[config.mk]
export PLATFORM = sky130hd
export DESIGN_NAME = ssspe_csr
export DESIGN_NICKNAME = d
export VERILOG_FILES = /design/src/hdl/ssspe_pkg.sv /design/src/hdl/ssspe_csr.sv
export SDC_FILE = /design/constraint.sdc
export NUM_CORES = 1
export LEC_CHECK = 0
export BUFFER_PORTS_ARGS = -buffer_cell sky130_fd_sc_hd__buf_2
export CELL_PAD_IN_SITES_DETAIL_PLACEMENT = 0
export CELL_PAD_IN_SITES_GLOBAL_PLACEMENT = 1
export CORE_MARGIN = 10
export CORE_UTILIZATION = 21
export DETAILED_ROUTE_END_ITERATION = 10
export PLACE_DENSITY = 0.72
export SLEW_MARGIN = 25
export SYNTH_ARGS = -nofsm -noshare
export SYNTH_HDL_FRONTEND = slang
export SYNTH_SLANG_ARGS = --single-unit
export TNS_END_PERCENT = 5
[constraint.sdc]
create_clock -name clock -period 0.8 [get_ports clock]
set_input_delay 0.08 -clock clock [delete_from_list [all_inputs] [get_ports clock]]
set_output_delay 0.08 -clock clock [all_outputs]
set_load 0.03 [all_outputs]
[src/hdl/ssspe_pkg.sv]
// ----------------------------------------------------------------------------
// ssspe_pkg
// Shared widths, codes and controller/datapath structs for the shortest path
// engine.
// ----------------------------------------------------------------------------
package ssspe_pkg;

   localparam int NODE_BITS      = 6;
   localparam int CNT_BITS       = 7;
   localparam int WEIGHT_IN_BITS = 16;
   localparam int RAW_BITS       = 32;
   localparam int DIST_BITS      = 32;
   localparam int DATA_BITS      = 32;
   localparam int ADDR_BITS      = 3;
   localparam int REG_IDX_BITS   = 1;

   localparam logic [DIST_BITS-1:0] DIST_MAX = 32'h7FFF_FFFF;
   localparam logic [DIST_BITS-1:0] DIST_MIN = 32'h8000_0000;

   // request codes
   localparam logic REQ_STORE = 1'b0;
   localparam logic REQ_RUN   = 1'b1;

   // register indexes
   localparam logic [REG_IDX_BITS-1:0] REG_NODE_COUNT  = 1'b0;
   localparam logic [REG_IDX_BITS-1:0] REG_SOURCE_NODE = 1'b1;

   typedef struct packed {
      logic store_edge;
      logic run_start;
      logic pass_begin;
      logic dist_read;
      logic relax;
      logic apply;
      logic pass_next;
      logic out_read;
      logic out_load;
      logic cycle_load;
      logic clear_edges;
   } ctrl_cmd_type;

   typedef struct packed {
      logic no_edges;
      logic last_edge;
      logic any_next;
      logic last_pass;
      logic last_node;
      logic out_free;
   } ctrl_status_type;

endpackage

[src/hdl/ssspe_csr.sv]
// ----------------------------------------------------------------------------
// ssspe_csr
// APB register block holding node count and source node.
// ----------------------------------------------------------------------------
module ssspe_csr #(
   parameter int MAX_NODES = 64
) (
   input  logic                            clock,
   input  logic                            reset,
   input  logic                            csr_psel,
   input  logic                            csr_penable,
   input  logic                            csr_pwrite,
   input  logic [ssspe_pkg::ADDR_BITS-1:0] csr_paddr,
   input  logic [ssspe_pkg::DATA_BITS-1:0] csr_pwdata,
   output logic [ssspe_pkg::DATA_BITS-1:0] csr_prdata,
   output logic                            csr_pready,
   output logic [ssspe_pkg::CNT_BITS-1:0]  node_count,
   output logic [ssspe_pkg::NODE_BITS-1:0] source_node
);
   import ssspe_pkg::*;

   logic [CNT_BITS-1:0]     node_count_ff, node_count_in;
   logic [NODE_BITS-1:0]    source_node_ff, source_node_in;
   logic [REG_IDX_BITS-1:0] reg_idx;
   logic                    wr_beat;

   assign reg_idx    = csr_paddr[ADDR_BITS-1:2];
   assign csr_pready = 1'b1;
   assign wr_beat    = csr_psel & csr_penable & csr_pwrite & csr_pready;

   always_comb begin
      node_count_in  = node_count_ff;
      source_node_in = source_node_ff;
      csr_prdata     = '0;
      case (reg_idx)
         REG_NODE_COUNT: begin
            csr_prdata = DATA_BITS'(node_count_ff);
            if (wr_beat) begin
               node_count_in = csr_pwdata[CNT_BITS-1:0];
            end
         end
         REG_SOURCE_NODE: begin
            csr_prdata = DATA_BITS'(source_node_ff);
            if (wr_beat) begin
               source_node_in = csr_pwdata[NODE_BITS-1:0];
            end
         end
         default: begin
            csr_prdata = '0;
         end
      endcase
   end

   always_ff @(posedge clock) begin
      if (reset) begin
         node_count_ff  <= CNT_BITS'(MAX_NODES);
         source_node_ff <= '0;
      end else begin
         node_count_ff  <= node_count_in;
         source_node_ff <= source_node_in;
      end
   end

   assign node_count  = node_count_ff;
   assign source_node = source_node_ff;

endmodule

==> key figures <==
Detailed routing
  – Routed wire length: 2.37 mm
  – Initial detailed-routing violation count: 14
  – DR DRC count: 0
  – DR pass1 iterations: 4
  – Via count: 649
  – Per-cell routed wire length: 13.1 um
  – Remaining antenna violation count: 0
  – Routed vias/inst: 3.59

Power
  – Sequential power share: about two fifths
  – Post-route total power: roughly 1.7 mW
  – Clock power share: 34.6%
  – Switching fraction of total power: 32.2%
  – Comb power frac: 26.0%
  – Net Switching: roughly 0.55 mW
  – Pwr per Cell Area: 1310 nW/um^2
  – Max IR drop VDD: about 670 uV
  – Pleak: 0.642 nW
  – Internal power component: 1.16 mW

Cells and area
  – Nets: 172
  – Final instance area: 1300 sq um
  – Antenna cells: 0
  – Layout Utilization: 32.6%
  – Most frequent cells in the layout: buf_6, conb_1, nand2b_1
  – Area grow syn2layout: 50.1%
  – Fraction of layout cells with a size suffix above 1: 53.4%
  – Most common cell after layout, fill and taps aside: buf_6

Synthesis
  – Syn. warnings: 0
  – Post-synth cell types: 14
  – Post-synthesis sequential area ratio: 30.0%
  – Post-Syn Area: 868 sq um
  – Cells after Synth: 88
  – Post-synthesis register bit count: 13
  – Avg Cell Area, Syn: 9.87 sq um

Timing
  – Maximum clock rate: 0.942 GHz
  – Final setup vio count: 19
  – Minimum clock period: 1.06 ns
  – Period utilisation layout: 133%
  – Setup Skew: 0 ns
  – Smallest hold slack: 0.102 ns
  – Hold Fails Final Rpt: 0
  – Post-route setup slack: -0.261 ns
  – Slew Limit Fails: 0
  – RSZ-0062 raised after global routing: true

Die
  – Die area: ~7000 sq um
  – FP Rows: 23
  – I/O pin count: 86
  – Die width: 84.3 um
  – Die Ht: 84.3 um
  – Starting Density: 21.7%
  – Core Area: 4000 sq um

Setup path
  – R2R Setup Slk: 0.03 ns
  – Worst Path Max Fanout: 2
  – Crit path DAT: ~0.98 ns
  – CP cell instances: mux2_4 -> buf_6
  – WP buf/inv: 1
  – Slowest-stage cell, CP: dfxtp_2
  – RR Startpoint: node_count[3]$_SDFFE_PP0P_
  – Critical path required time: 0.72 ns
  – Critical setup path kind: flip-flop to output port
  – Worst r2r dst: node_count[3]$_SDFFE_PP0P_
  – Crit start category: flip-flop
  – Crit. End Element: output port
  – Reg2reg path depth: 4
  – Critical Path Stages: 2
  – CP top delay family: flip-flops
  – Crit-path max cell delay: between 0.3 and 0.4 ns

Global route
  – First-pass GRT wire length: 3.64 mm
  – Initial antenna violation count: 0
  – GR Util All Layers: 6.33%
  – Vias in the first global route: 756
  – Largest net degree at the start of global routing: 21
  – Grt ovf: 0

Worst hold path
  – Min-delay src: csr_pwdata[6]
  – Hold endpoint: node_count[6]$_SDFFE_PP1P_
  – Hold Path Class: primary input to flip-flop
  – Hold Crit Depth: 3

Clock tree
  – H-tree levels: 1
  – CTS Buffer Depth: 2
  – CTS sink cnt: 13
  – Post-CTS Hold Fix Bufs: 0
  – CTS root buffer: clkbuf_8
  – Clk_lat worst skew: 0.24 ns
  – Clock-pin slew on the worst setup and hold paths: around 0.06 ns
  – CTS tree: done
  – Num CTS Buffers: 3

Placement
  – Area after DPL: between 1000 and 1500 sq um
  – DP HPWL: 1.92 mm
  – Port Buf Inserts: 32
  – GPL Wtd Cong: just under 0.7

Run status
  – Run status: complete, but fails checks
  – Failing checks: setup timing

Run
  – Max_cap viols: 0
[per-stage QoR]
stage	TNS [ns]	cells	worst slack (ns)
after floorplan	-0.302	112	-0.0503
after global placement	-1.89	176	-0.130
after detailed placement	-2.36	176	-0.191
after CTS	-2.92	180	-0.264
after global routing	-3.34	181	-0.288
final	-2.79	181	-0.261
[area by class of cell]
type	instances	area [sq um]
Multi-Input combinational cell	69	492
Fill cell	432	2700
Sequential cell	13	277
Clock buffer	4	45.0
Tap cell	50	62.6
Timing Repair Buffer	45	428
[cell families after synthesis]
family        synth area share, %
buf+inv                      26.4
simple gates                 20.0
mux                          22.8
flops                        30.0
other cells                 0.865
[what timing repair did]
action,in CTS,in global routing
setup buffers,0,1
gates resized for setup,50,14
endpoints found under the setup margin,20,20
[per-layer routing]
| metal | wire length (um) | share of wire [%] | track usage, % | vias to the layer above |
|---|---|---|---|---|
| met2 | 1210 | 51 | 11.1 | 33 |
| met4 | 0 | 0 | 0.913 | 0 |
| met5 | 0 | 0 | 0 | - |
| met3 | 284 | 12 | 4.93 | 0 |
| li1 | - | - | - | 321 |
| met1 | 875 | 37 | 5.78 | 295 |
[worst register-to-register path: stages, from the launching register on]
cell,delay [ns]
dfxtp_2,0.32
buf_6,0.11
buf_6,0.10
nand2b_1,0.06
mux2i_1,0.06
[cell usage after synthesis]
cell       n  area [sq um]
mux2_2     6          67.6
dfxtp_1   13           260
and4_4     1          11.3
and2b_2    1          8.76
nor2_1     2          7.51
conb_1     2          7.51
mux2i_1   13           130
buf_8      1          15.0
nand2b_1  18           113
clkbuf_1   2          7.51
and4b_1    1          10.0
buf_4     26           195
buf_6      1          11.3
nand4b_4   1          23.8
[how the worst max path moves through the flow]
stage	startpoint	to	slack (ns)
final	node_count[2]$_SDFFE_PP0P_	csr_prdata[2]	-0.26
after global placement	csr_paddr[2]	source_node[0]$_SDFFE_PP0P_	-0.13
after global routing	node_count[2]$_SDFFE_PP0P_	csr_prdata[2]	-0.29
after floorplan	node_count[0]$_SDFFE_PP0P_	csr_prdata[0]	-0.05
after detailed placement	csr_paddr[2]	source_node[1]$_SDFFE_PP0P_	-0.19
after CTS	node_count[2]$_SDFFE_PP0P_	csr_prdata[2]	-0.26
[flip-flops by register name, indices dropped and copies added, names as in the netlist]
name         flops
source_node      6
node_count       7
[power by group through the flow]
stage	Clock, mW	Combinational [mW]	Sequential, mW
after floorplan	0	0.377	0.714
after global placement	0	0.395	0.683
after detailed placement	0	0.397	0.684
after CTS	0.612	0.436	0.672
after global routing	0.646	0.472	0.677
final	0.592	0.445	0.675
No activity file was read; power rests on OpenSTA's default activity.
