### src/hdl/ssspe_pkg.sv
// ----------------------------------------------------------------------------
// ssspe_pkg
// Shared widths, codes and controller/datapath structs for the shortest path
// engine.
// ----------------------------------------------------------------------------
package ssspe_pkg;

   localparam int NODE_BITS      = 6;
   localparam int CNT_BITS       = 7;
   localparam int WEIGHT_IN_BITS = 16;
   localparam int RAW_BITS       = 32;
   localparam int DIST_BITS      = 32;
   localparam int DATA_BITS      = 32;
   localparam int ADDR_BITS      = 3;
   localparam int REG_IDX_BITS   = 1;

   localparam logic [DIST_BITS-1:0] DIST_MAX = 32'h7FFF_FFFF;
   localparam logic [DIST_BITS-1:0] DIST_MIN = 32'h8000_0000;

   // request codes
   localparam logic REQ_STORE = 1'b0;
   localparam logic REQ_RUN   = 1'b1;

   // register indexes
   localparam logic [REG_IDX_BITS-1:0] REG_NODE_COUNT  = 1'b0;
   localparam logic [REG_IDX_BITS-1:0] REG_SOURCE_NODE = 1'b1;

   typedef struct packed {
      logic store_edge;
      logic run_start;
      logic pass_begin;
      logic dist_read;
      logic relax;
      logic apply;
      logic pass_next;
      logic out_read;
      logic out_load;
      logic cycle_load;
      logic clear_edges;
   } ctrl_cmd_type;

   typedef struct packed {
      logic no_edges;
      logic last_edge;
      logic any_next;
      logic last_pass;
      logic last_node;
      logic out_free;
   } ctrl_status_type;

endpackage

### src/hdl/ssspe_ctrl.sv
// ----------------------------------------------------------------------------
// ssspe_ctrl
// Sequencer: edge loading, relaxation passes, cycle check and result output.
// ----------------------------------------------------------------------------
module ssspe_ctrl (
   input  logic                             clock,
   input  logic                             reset,
   input  logic                             req_valid,
   input  logic                             req_type,
   output logic                             req_ready,
   input  ssspe_pkg::ctrl_status_type       status,
   output ssspe_pkg::ctrl_cmd_type          cmd
);
   import ssspe_pkg::*;

   typedef enum logic [2:0] {
      ST_IDLE,
      ST_PASS_START,
      ST_DIST_RD,
      ST_RELAX,
      ST_OUT_RD,
      ST_OUT_LOAD,
      ST_CYCLE_OUT
   } state_type;

   state_type state_ff, state_in;
   logic      check_ff, check_in;

   always_comb begin
      cmd       = '0;
      state_in  = state_ff;
      check_in  = check_ff;
      req_ready = 1'b0;
      case (state_ff)
         ST_IDLE: begin
            req_ready = 1'b1;
            if (req_valid) begin
               if (req_type == REQ_RUN) begin
                  cmd.run_start = 1'b1;
                  check_in      = 1'b0;
                  state_in      = ST_PASS_START;
               end else begin
                  cmd.store_edge = 1'b1;
               end
            end
         end
         ST_PASS_START: begin
            cmd.pass_begin = 1'b1;
            state_in       = status.no_edges ? ST_OUT_RD : ST_DIST_RD;
         end
         ST_DIST_RD: begin
            cmd.dist_read = 1'b1;
            state_in      = ST_RELAX;
         end
         ST_RELAX: begin
            cmd.relax = 1'b1;
            cmd.apply = !check_ff;
            if (!status.last_edge) begin
               state_in = ST_DIST_RD;
            end else if (check_ff) begin
               state_in = status.any_next ? ST_CYCLE_OUT : ST_OUT_RD;
            end else if (!status.any_next) begin
               // settled early: the check pass cannot find anything
               state_in = ST_OUT_RD;
            end else if (status.last_pass) begin
               check_in = 1'b1;
               state_in = ST_PASS_START;
            end else begin
               cmd.pass_next = 1'b1;
               state_in      = ST_PASS_START;
            end
         end
         ST_OUT_RD: begin
            cmd.out_read = 1'b1;
            state_in     = ST_OUT_LOAD;
         end
         ST_OUT_LOAD: begin
            if (status.out_free) begin
               cmd.out_load = 1'b1;
               if (status.last_node) begin
                  cmd.clear_edges = 1'b1;
                  state_in        = ST_IDLE;
               end else begin
                  state_in = ST_OUT_RD;
               end
            end
         end
         ST_CYCLE_OUT: begin
            if (status.out_free) begin
               cmd.cycle_load  = 1'b1;
               cmd.clear_edges = 1'b1;
               state_in        = ST_IDLE;
            end
         end
         default: begin
            state_in = ST_IDLE;
         end
      endcase
   end

   always_ff @(posedge clock) begin
      if (reset) begin
         state_ff <= ST_IDLE;
         check_ff <= 1'b0;
      end else begin
         state_ff <= state_in;
         check_ff <= check_in;
      end
   end

   a_run_enters_pass : assert property (@(posedge clock) disable iff (reset)
      cmd.run_start |=> (state_ff == ST_PASS_START && !check_ff))
      else $error("run did not start a relaxation pass");

endmodule

### config.mk
export PLATFORM = sky130hd
export DESIGN_NAME = ssspe_ctrl
export DESIGN_NICKNAME = d
export VERILOG_FILES = /design/src/hdl/ssspe_pkg.sv /design/src/hdl/ssspe_ctrl.sv
export SDC_FILE = /design/constraint.sdc
export NUM_CORES = 1
export LEC_CHECK = 0
export BUFFER_PORTS_ARGS = -buffer_cell sky130_fd_sc_hd__buf_2
export CAP_MARGIN = 30
export CORE_AREA = 4 4 41 43
export DETAILED_ROUTE_END_ITERATION = 7
export DIE_AREA = 0 0 45 47
export HOLD_SLACK_MARGIN = 0.12
export PLACE_DENSITY = 0.61
export SKIP_CTS_REPAIR_TIMING = 1
export SYNTH_ARGS = -nofsm -noshare
export SYNTH_HDL_FRONTEND = slang
export SYNTH_SLANG_ARGS = --single-unit
### constraint.sdc
create_clock -name clock -period 2.3 [get_ports clock]
set_input_delay 0.23 -clock clock [delete_from_list [all_inputs] [get_ports clock]]
set_output_delay 0.23 -clock clock [all_outputs]
set_load 0.05 [all_outputs]
==> results.txt, run 1 <==
number of buffers created by CTS - 3
Final Cell Area - 479 um^2
Avg WL per Cell - 11.3 um
half-perimeter wire length after placement - 740 um
Antenna diodes - 0
Slew @ Worst Pin - 0.404 ns
Final Max Tran Viols - 0
reg-to-reg endpoint - state_ff[2]
critical path endpoint category - output port
Max-cap violations - 0
Mapped Avg Cell Area - 7.83 um^2
Bufs and invs on worst path - 1
max incr delay on CP - 0.56 ns
Reg clk slew, reported paths - 0.04 ns
Port Buffers - 21
CP Class - register to output port
R2R setup slack - 1.15 ns
Register-to-Register Path Depth - 3
clk buf depth - 2
Routed Antenna Nets - 0
multiplexer area fraction after synthesis - 0
Synth Area in XOR/XNOR - 0
leading area contributor after synthesis - dfxtp_1
global placer's final weighted congestion - 0.724
Placed Area - 457 um^2
DRT Wirelength - 928 um
Post-Syn Area - 360 um^2
Synth area leaders - dfxtp_1, a21oi_1, nor3b_2, a21o_1, buf_6
Die Area - 2120 um^2
main combinational cell family by area after synthesis - simple AND/OR/NAND/NOR gates
CP cell instances - and4b_1, nor3b_2, buf_2
final hold violations - 0
CTS root buf - clkbuf_4
post-synthesis compound-gate area fraction - 0.212
leakage - 0.241 nW
period utilisation layout - 0.771
die width - 45 um
Worst Path Max Fanout - 14
Yosys cell types - 24
Core Region - 1300 um^2
Non-Filler Instances - 82
FILL cells - 155
Simple-Gate Fraction of Synth Area - 0.469
setup TNS - 0 ns
gr ovfl total - 0
Tightest Hold Check Type - primary input to register
Yosys reg bits - 4
clk sink count - 4
synthesized instance count - 46
later-pin clock latency in the skew report - 0.23 ns
Placed Cells - 79
Die H - 47 um
Initial DRC Count - 3
total track usage - 0.0971
PwrDens - 595 nW/um^2
DRC - 0
effective utilization at floorplan - 0.277
area added between synthesis and finish - 33.0%
Crit path max-delay family - flip-flops
Peak VDD IR - 0.000252 V
H-tree depth - 1
nets - 79
CP required - 2.07 ns
I/O pins - 22
Crit path arrival time - 1.54 ns
Final Util - 0.368
top-area cell type share of the netlist area - 0.222
net count after synthesis - 56
CTS tree - done
Levels on crit path - 3
worst setup path start - state_ff[0]
Tmin final - 1.77 ns
vias in the first global route - 391
Worst slew margin - 0.730
status - completed
Site Rows - 13
fraction of layout cells with a size suffix above 1 - 0.433
first-pass GRT wire length - 1.51 mm
routed vias - 400
origin of the critical flop-to-flop path - state_ff[2]
sequential-to-total area share from yosys stat - 0.222
maximum number of pins on one net before global-route repair - 15
drt pass-1 iters - 3
initial antenna violation count - 0
clk_skew - 0.00387 ns
Synth Warn # - 0
CP startpoint kind - register
vias per cell - 4.88
RSZ-0062 raised after global routing - false
Post-Synth Adder-Cell Area - 0
CP endpoint - cmd[4]
hold slack - 0.201 ns
Fmax achieved - 0.564 GHz
Setup Viol. Count Final - 0
Slowest-stage cell, CP - dfxtp_1
cells by family (layout without fill, tap and decap cells):
logic type / after synthesis / in the layout
AOI/OAI and AO/OA: 12 / 12
buffers and inverters: 5 / 26
DFF: 4 / 4
and+or+nand+nor: 25 / 25
registers in the layout (all words and copies together) (netlist names):
register	flops
check_ff	1
state_ff	3
how the worst min path moves through the flow:
stage          start          end  slack (ns)  depth (start not counted)
2_1_floorplan  reset  state_ff[1]        0.30                          1
3_3_place_gp   reset     check_ff        0.44                          2
3_5_place_dp   reset     check_ff        0.44                          2
4_1_cts        reset     check_ff        0.19                          2
5_1_grt        reset     check_ff        0.20                          2
6_report       reset     check_ff        0.20                          2
final cells by class:
cell class                 count  area (um^2)  area share
timing repair buffer          21          105       0.219
inverter                       2         7.51      0.0157
sequential                     4         80.1       0.167
multi-input combinational     37          245       0.512
tap                           15         18.8      0.0392
clock buffer                   3         22.5      0.0470
stage by stage:
| step | total power [mW] | setup WS (ns) |
|---|---|---|
| 2_1_floorplan | 0.176 | 0.360 |
| 3_3_place_gp | 0.200 | 0.825 |
| 3_5_place_dp | 0.202 | 0.772 |
| 4_1_cts | 0.292 | 0.520 |
| 5_1_grt | 0.305 | 0.419 |
| 6_report | 0.285 | 0.527 |
synth_stat cells:
master	n
and4b_1	1
nor3_1	2
a21oi_1	5
dfxtp_1	4
nand4_1	1
nand2b_1	2
and3_1	1
nand4b_1	1
a32oi_1	1
buf_2	1
buf_6	2
a31oi_1	1
nor3b_2	2
nor3b_1	1
a31o_1	1
nand2_1	5
inv_1	2
o21ai_0	1
and4bb_2	1
nor2_1	4
and3b_1	1
a21o_1	3
nor3_2	2
nand3b_1	1
cells in the final DEF, fill, tap and decap left out:
cell       n
buf_2     21
nand2_1    5
a21oi_1    5
nor2_1     4
dfxtp_1    4
a21o_1     3
clkbuf_4   3
inv_1      2
nand2b_1   2
nor3_2     2
nor3b_2    2
nor3_1     2
nor3b_1    1
and3_1     1
and4b_1    1
nand3b_1   1
and3b_1    1
nand4b_1   1
o21ai_0    1
nand4_1    1
a32oi_1    1
a31o_1     1
and4bb_2   1
a31oi_1    1
power breakdown:
group          switching [mW]  internal [mW]  leakage, nW  total (mW)
Clock                  0.0269         0.0582       0.0138      0.0851
Combinational          0.0763         0.0341        0.195       0.110
Sequential             0.0149         0.0746       0.0326      0.0896
Total                   0.118          0.167        0.241       0.285
metal layers:
metal / GRT usage / part of all wire
met5: 0 / 0
met4: 0.0702 / 0.018
met3: 0.0153 / 0.10
met2: 0.155 / 0.45
met1: 0.118 / 0.43
No activity file was read; power rests on OpenSTA's default activity.
==> run 2: changes to the inputs <==
PLACE_DENSITY = 0.63   (was 0.61)
clock period = 1.5 ns   (was 2.3 ns; I/O delays follow)
==> results.txt, run 2 (same netlist as run 1, synthesis figures left out) <==
max reg flops - 3 (unchanged)
largest registers - state_ff: 3 flops, check_ff: 1 flops
Site Rows - 13 (unchanged)
DRT Wirelength - 983 um (+5.9%)
Tot Pwr - 485 uW (+70%)
I/O pins - 22 (unchanged)
hold slack - 0.126 ns (-0.0750 ns)
max incr delay on CP - 0.38 ns (-0.18 ns)
Final Max Tran Viols - 0 (unchanged)
clk sink count - 4 (unchanged)
commonest non-fill, non-tap cells in the layout - buf_2, nand2_1, buf_4, buf_6
Fmax achieved - 0.692 GHz
effective utilization at floorplan - 0.277 (unchanged)
hold path endpoint - state_ff[1]
CTS root buf - clkbuf_4
Core Region - 1300 um^2 (unchanged)
Crit path arrival time - 1.30 ns (-0.24 ns)
nets - 82 (+3.8%)
leakage - 0.271 nW (+12%)
die width - 45 um (unchanged)
global placer's final weighted congestion - 0.723 (-0.18%)
CTS tree - done
Die Area - 2120 um^2 (unchanged)
Tightest Hold Check Type - primary input to register
total track usage - 0.103 (+0.00577)
critical path endpoint category - output port
origin of the critical flop-to-flop path - state_ff[2]
status - completed
clk_skew - 0.00160 ns (-0.00227 ns)
most common cell after layout, fill and taps aside - buf_2
Worst slew margin - 0.834 (+0.104)
Setup Viol. Count Final - 0 (unchanged)
DRC - 0 (unchanged)
maximum number of pins on one net before global-route repair - 12 (-3)
half-perimeter wire length after placement - 773 um (+4.5%)
first-pass GRT wire length - 1.60 mm (+5.9%)
Tmin final - 1.45 ns
Worst Path Max Fanout - 11 (-3)
fraction of layout cells with a size suffix above 1 - 0.571 (+0.139)
Reg clk slew, reported paths - 0.04 ns (about the same)
Avg WL per Cell - 11.6 um (+2.2%)
worst setup path start - state_ff[2]
Antenna diodes - 0 (unchanged)
vias in the first global route - 397 (+1.5%)
CP startpoint kind - register
reg-to-reg endpoint - check_ff
CP cell instances - and4b_1, nor3b_4, buf_6
later-pin clock latency in the skew report - 0.23 ns (about the same)
Max-cap violations - 0 (unchanged)
R2R setup slack - 0.40 ns (-0.75 ns)
Initial DRC Count - 6 (+3)
routed vias - 416 (+4.0%)
PwrDens - 829 nW/um^2 (+39%)
hold depth - 2 (unchanged)
gr ovfl total - 0 (unchanged)
vias per cell - 4.89 (+0.33%)
Peak VDD IR - 0.000410 V (+62%)
final hold violations - 0 (unchanged)
Port Buffers - 21 (unchanged)
CP required - 1.35 ns (-0.72 ns)
Slowest-stage cell, CP - dfxtp_2
number of buffers created by CTS - 3 (unchanged)
largest register by flop count - state_ff
initial antenna violation count - 0 (unchanged)
drt pass-1 iters - 2 (-1)
Slew @ Worst Pin - 0.251 ns (-0.153 ns)
H-tree depth - 1 (unchanged)
Final Util - 0.449 (+0.0808)
clk buf depth - 2 (unchanged)
area added between synthesis and finish - 62.2%
Register-to-Register Path Depth - 3 (unchanged)
period utilisation layout - 0.964
Die H - 47 um (unchanged)
Hold Crit Start - reset
CP Class - register to output port
Routed Antenna Nets - 0 (unchanged)
-- run 2: cell count changes in the layout (fill, tap and decap cells not counted), moves of 2 or more --
| cell | before | now |
|---|---|---|
| dfxtp_2 | 0 | 2 |
| nor3_1 | 2 | 0 |
| nor3b_4 | 0 | 2 |
| dfxtp_1 | 4 | 2 |
| buf_4 | 0 | 5 |
| buf_2 | 21 | 14 |
| buf_6 | 0 | 5 |
-- run 2: critical path, delay by kind of cell (launching register included) --
| family | cells | cell delay (ns) |
|---|---|---|
| flip-flops | 1 | 0.38 |
| buffers and inverters | 1 | 0.18 |
| AND/OR/NAND/NOR | 2 | 0.51 |
-- run 2: worst max-delay path by stage --
stage | cells after the start | endpoint
finish | 3 | cmd[4]
global route | 4 | cmd[9]
CTS | 3 | cmd[4]
detailed placement | 3 | cmd[4]
global placement | 3 | cmd[4]
floorplan | 4 | cmd[1]
-- run 2: area by class of cell --
type	count	area (um^2)
fillers	144	717
multi-input cells	37	289
repair buffers	24	164
flip-flops and latches	4	82.6
clock buffers	3	22.5
well taps	15	18.8
inverters	2	7.51
-- run 2: through the flow --
stage               cell area (um^2)  TNS (ns)  cells  setup slack [ns]
finish                           584         0     85            0.0547
global placement                 519         0     82             0.142
detailed placement               519         0     82             0.132
CTS                              542    -0.519     85            -0.128
global route                     584  -0.00212     85          -0.00212
floorplan                        400   -0.0651     46           -0.0236
-- run 2: per-layer routing --
metal | share of wire | vias to the layer above | wire length [um] | global-route usage
met5 | 0 | - | 0 | 0
met4 | 0 | 0 | 0 | 0.0702
met3 | 0.099 | 0 | 97 | 0.0192
met2 | 0.46 | 18 | 457 | 0.169
met1 | 0.43 | 182 | 427 | 0.121
li1 | - | 216 | - | -
-- run 2: power by group --
part           total, mW  internal [mW]  switching, mW  leakage (nW)
Clock              0.131         0.0893         0.0413        0.0138
Combinational      0.224         0.0841          0.139         0.224
Sequential         0.130          0.116         0.0147        0.0334
==> run 3: changes to the inputs <==
ABC_AREA = 1   (was unset)
BUFFER_PORTS_ARGS = -buffer_cell sky130_fd_sc_hd__buf_4   (was -buffer_cell sky130_fd_sc_hd__buf_2)
PLACE_DENSITY = 0.64   (was 0.63)
==> results.txt, run 3 <==
Antenna diodes - 0 (unchanged)
Die Area - 2120 um^2 (unchanged)
Post-Syn Area - 375 um^2 (+4.2%)
first-pass GRT wire length - 1.57 mm (-2.1%)
Peak VDD IR - 0.000523 V (+28%)
Port Buffers - 21 (unchanged)
status - completed
Slew @ Worst Pin - 0.224 ns (-0.0264 ns)
Yosys reg bits - 4 (unchanged)
multi-input logic area - 243 um^2 (-16%)
leakage - 0.361 nW (+33%)
Worst Path Max Fanout - 6 (-5)
ys flop type - dfxtp_1
multiplexer area fraction after synthesis - 0 (unchanged)
Tmin final - 1.41 ns (-0.0357 ns)
CP startpoint kind - register
RSZ-0062 raised after global routing - true
Core Region - 1300 um^2 (unchanged)
leading area contributor after synthesis - dfxtp_1
largest registers - state_ff: 3 flops, check_ff: 1 flops
Reg clk slew, reported paths - 0.03 ns (about the same)
Avg WL per Cell - 8.81 um (-24%)
net count after synthesis - 80 (+43%)
Yosys cell types - 15 (-38%)
sequential-to-total area share from yosys stat - 0.213 (-0.00889)
max incr delay on CP - 0.37 ns (about the same)
FILL cells - 144 (unchanged)
commonest non-fill, non-tap cells in the layout - nand2_1, buf_4, inv_1
Crit path arrival time - 1.26 ns (-0.04 ns)
synthesized instance count - 70 (+52%)
total track usage - 0.101 (-0.00166)
max reg flops - 3 (unchanged)
Crit path top cell by count - nor2_2
post-synthesis compound-gate area fraction - 0.120 (-0.0918)
Post-Synth Adder-Cell Area - 0 (unchanged)
CTS tree - done
number of buffers created by CTS - 3 (unchanged)
vias in the first global route - 390 (-1.8%)
Final Cell Area - 606 um^2 (+3.6%)
clk buf depth - 2 (unchanged)
later-pin clock latency in the skew report - 0.23 ns (about the same)
register area - 82.6 um^2 (unchanged)
main combinational cell family by area after synthesis - simple AND/OR/NAND/NOR gates
maximum number of pins on one net before global-route repair - 7 (-5)
Die H - 47 um (unchanged)
Mapped Avg Cell Area - 5.36 um^2 (-32%)
critical path endpoint category - output port
final hold violations - 0 (unchanged)
PwrDens - 902 nW/um^2 (+8.8%)
Placed Area - 561 um^2 (+8.0%)
clk sink count - 4 (unchanged)
top-area cell type share of the netlist area - 0.213 (-0.00889)
Simple-Gate Fraction of Synth Area - 0.497 (+0.0279)
routed vias - 471 (+13%)
period utilisation layout - 0.940 (-0.0238)
fraction of layout cells with a size suffix above 1 - 0.411 (-0.161)
Synth Warn # - 0 (unchanged)
Routed Antenna Nets - 0 (unchanged)
Fmax achieved - 0.709 GHz (+2.5%)
DRC - 0 (unchanged)
Final Util - 0.465 (+0.0163)
asr flop ratio synth - 0 (unchanged)
half-perimeter wire length after placement - 829 um (+7.2%)
Slowest-stage cell, CP - dfxtp_1
CP cell instances - inv_2, nor2_2, nand3_1, nor2_2, buf_6
area added between synthesis and finish - 61.3%
setup slack after layout - 0.0903 ns (+0.0357 ns)
H-tree depth - 1 (unchanged)
setup TNS - 0 ns (unchanged)
vias per cell - 4.28 (-13%)
Synth Area in XOR/XNOR - 0 (unchanged)
Final Max Tran Viols - 0 (unchanged)
Worst slew margin - 0.850 (+0.0165)
CP Class - register to output port
Synth area leaders - dfxtp_1, nand2_1, inv_1, nor2_1, nand3_1
drt pass-1 iters - 4 (+2)
effective utilization at floorplan - 0.288 (+0.0115)
CTS root buf - clkbuf_4
I/O pins - 22 (unchanged)
gr ovfl total - 0 (unchanged)
die width - 45 um (unchanged)
count leader, synth - nand2_1
global placer's final weighted congestion - 0.803 (+11%)
Setup Viol. Count Final - 0 (unchanged)
Max-cap violations - 0 (unchanged)
largest register by flop count - state_ff
EDFF count, synth - 0 (unchanged)
Tot Pwr - 546 uW (+13%)
commonest cells in the netlist - nand2_1, inv_1, nor2_1, nand3_1
Initial DRC Count - 6 (unchanged)
initial antenna violation count - 0 (unchanged)
CP required - 1.35 ns (about the same)
Tightest Hold Check Type - primary input to register
Site Rows - 13 (unchanged)
nets - 107 (+30%)
DRT Wirelength - 969 um (-1.4%)
clk_skew - 0.00327 ns (+0.00167 ns)
Post-Place Worst Slack - 0.301 ns (+0.169 ns)
[run 3: cell count changes in the layout (fill, tap and decap cells not counted), sizes merged, moves of 4 or more]
| cell | before | now |
|---|---|---|
| nor2 | 4 | 13 |
| nand3 | 0 | 7 |
| nor3 | 4 | 0 |
| nand2 | 5 | 20 |
| inv | 2 | 17 |
[run 3: final cells by class]
| class | count | share of cell area |
|---|---|---|
| well taps | 15 | 0.0310 |
| repair buffers | 22 | 0.289 |
| clock buffers | 3 | 0.0372 |
| inverters | 17 | 0.105 |
| multi-input cells | 49 | 0.401 |
| flip-flops and latches | 4 | 0.136 |
[run 3: cells by family after synthesis]
group | after synthesis
buf+inv | 17
simple gates | 42
compound gates | 7
flops | 4
[run 3: stage by stage]
stage / instances / hold slack [ns]
floorplan: 70 / 0.219
global placement: 106 / 0.330
detailed placement: 106 / 0.333
CTS: 109 / 0.0863
global route: 110 / 0.267
finish: 110 / 0.269
[run 3: power breakdown]
part / leakage (nW) / internal, mW / total [mW] / switching, mW
logic: 0.313 / 0.0919 / 0.284 / 0.192
clock network: 0.0138 / 0.0891 / 0.127 / 0.0383
registers: 0.0334 / 0.120 / 0.135 / 0.0151
[run 3: worst max-delay path, delay by kind of cell, from the launching register on]
kind,cells,cell delay (ns)
and+or+nand+nor,3,0.41
DFF,1,0.37
buffers and inverters,2,0.25
[run 3: routing by layer]
layer	track usage	vias to the layer above	share of wire
met5	0	-	0
met4	0.0351	0	0
met3	0.0345	0	0.084
met2	0.164	14	0.46
met1	0.125	192	0.46
li1	-	265	-
[run 3: final timing paths]
check,from,endpoint,slack [ns],cells after the start
setup reg to reg,state_ff[1],state_ff[0],0.39,6
hold reg to reg,check_ff,check_ff,0.50,2
hold / removal,status[2],check_ff,0.27,4
setup / recovery,state_ff[1],cmd[4],0.09,5
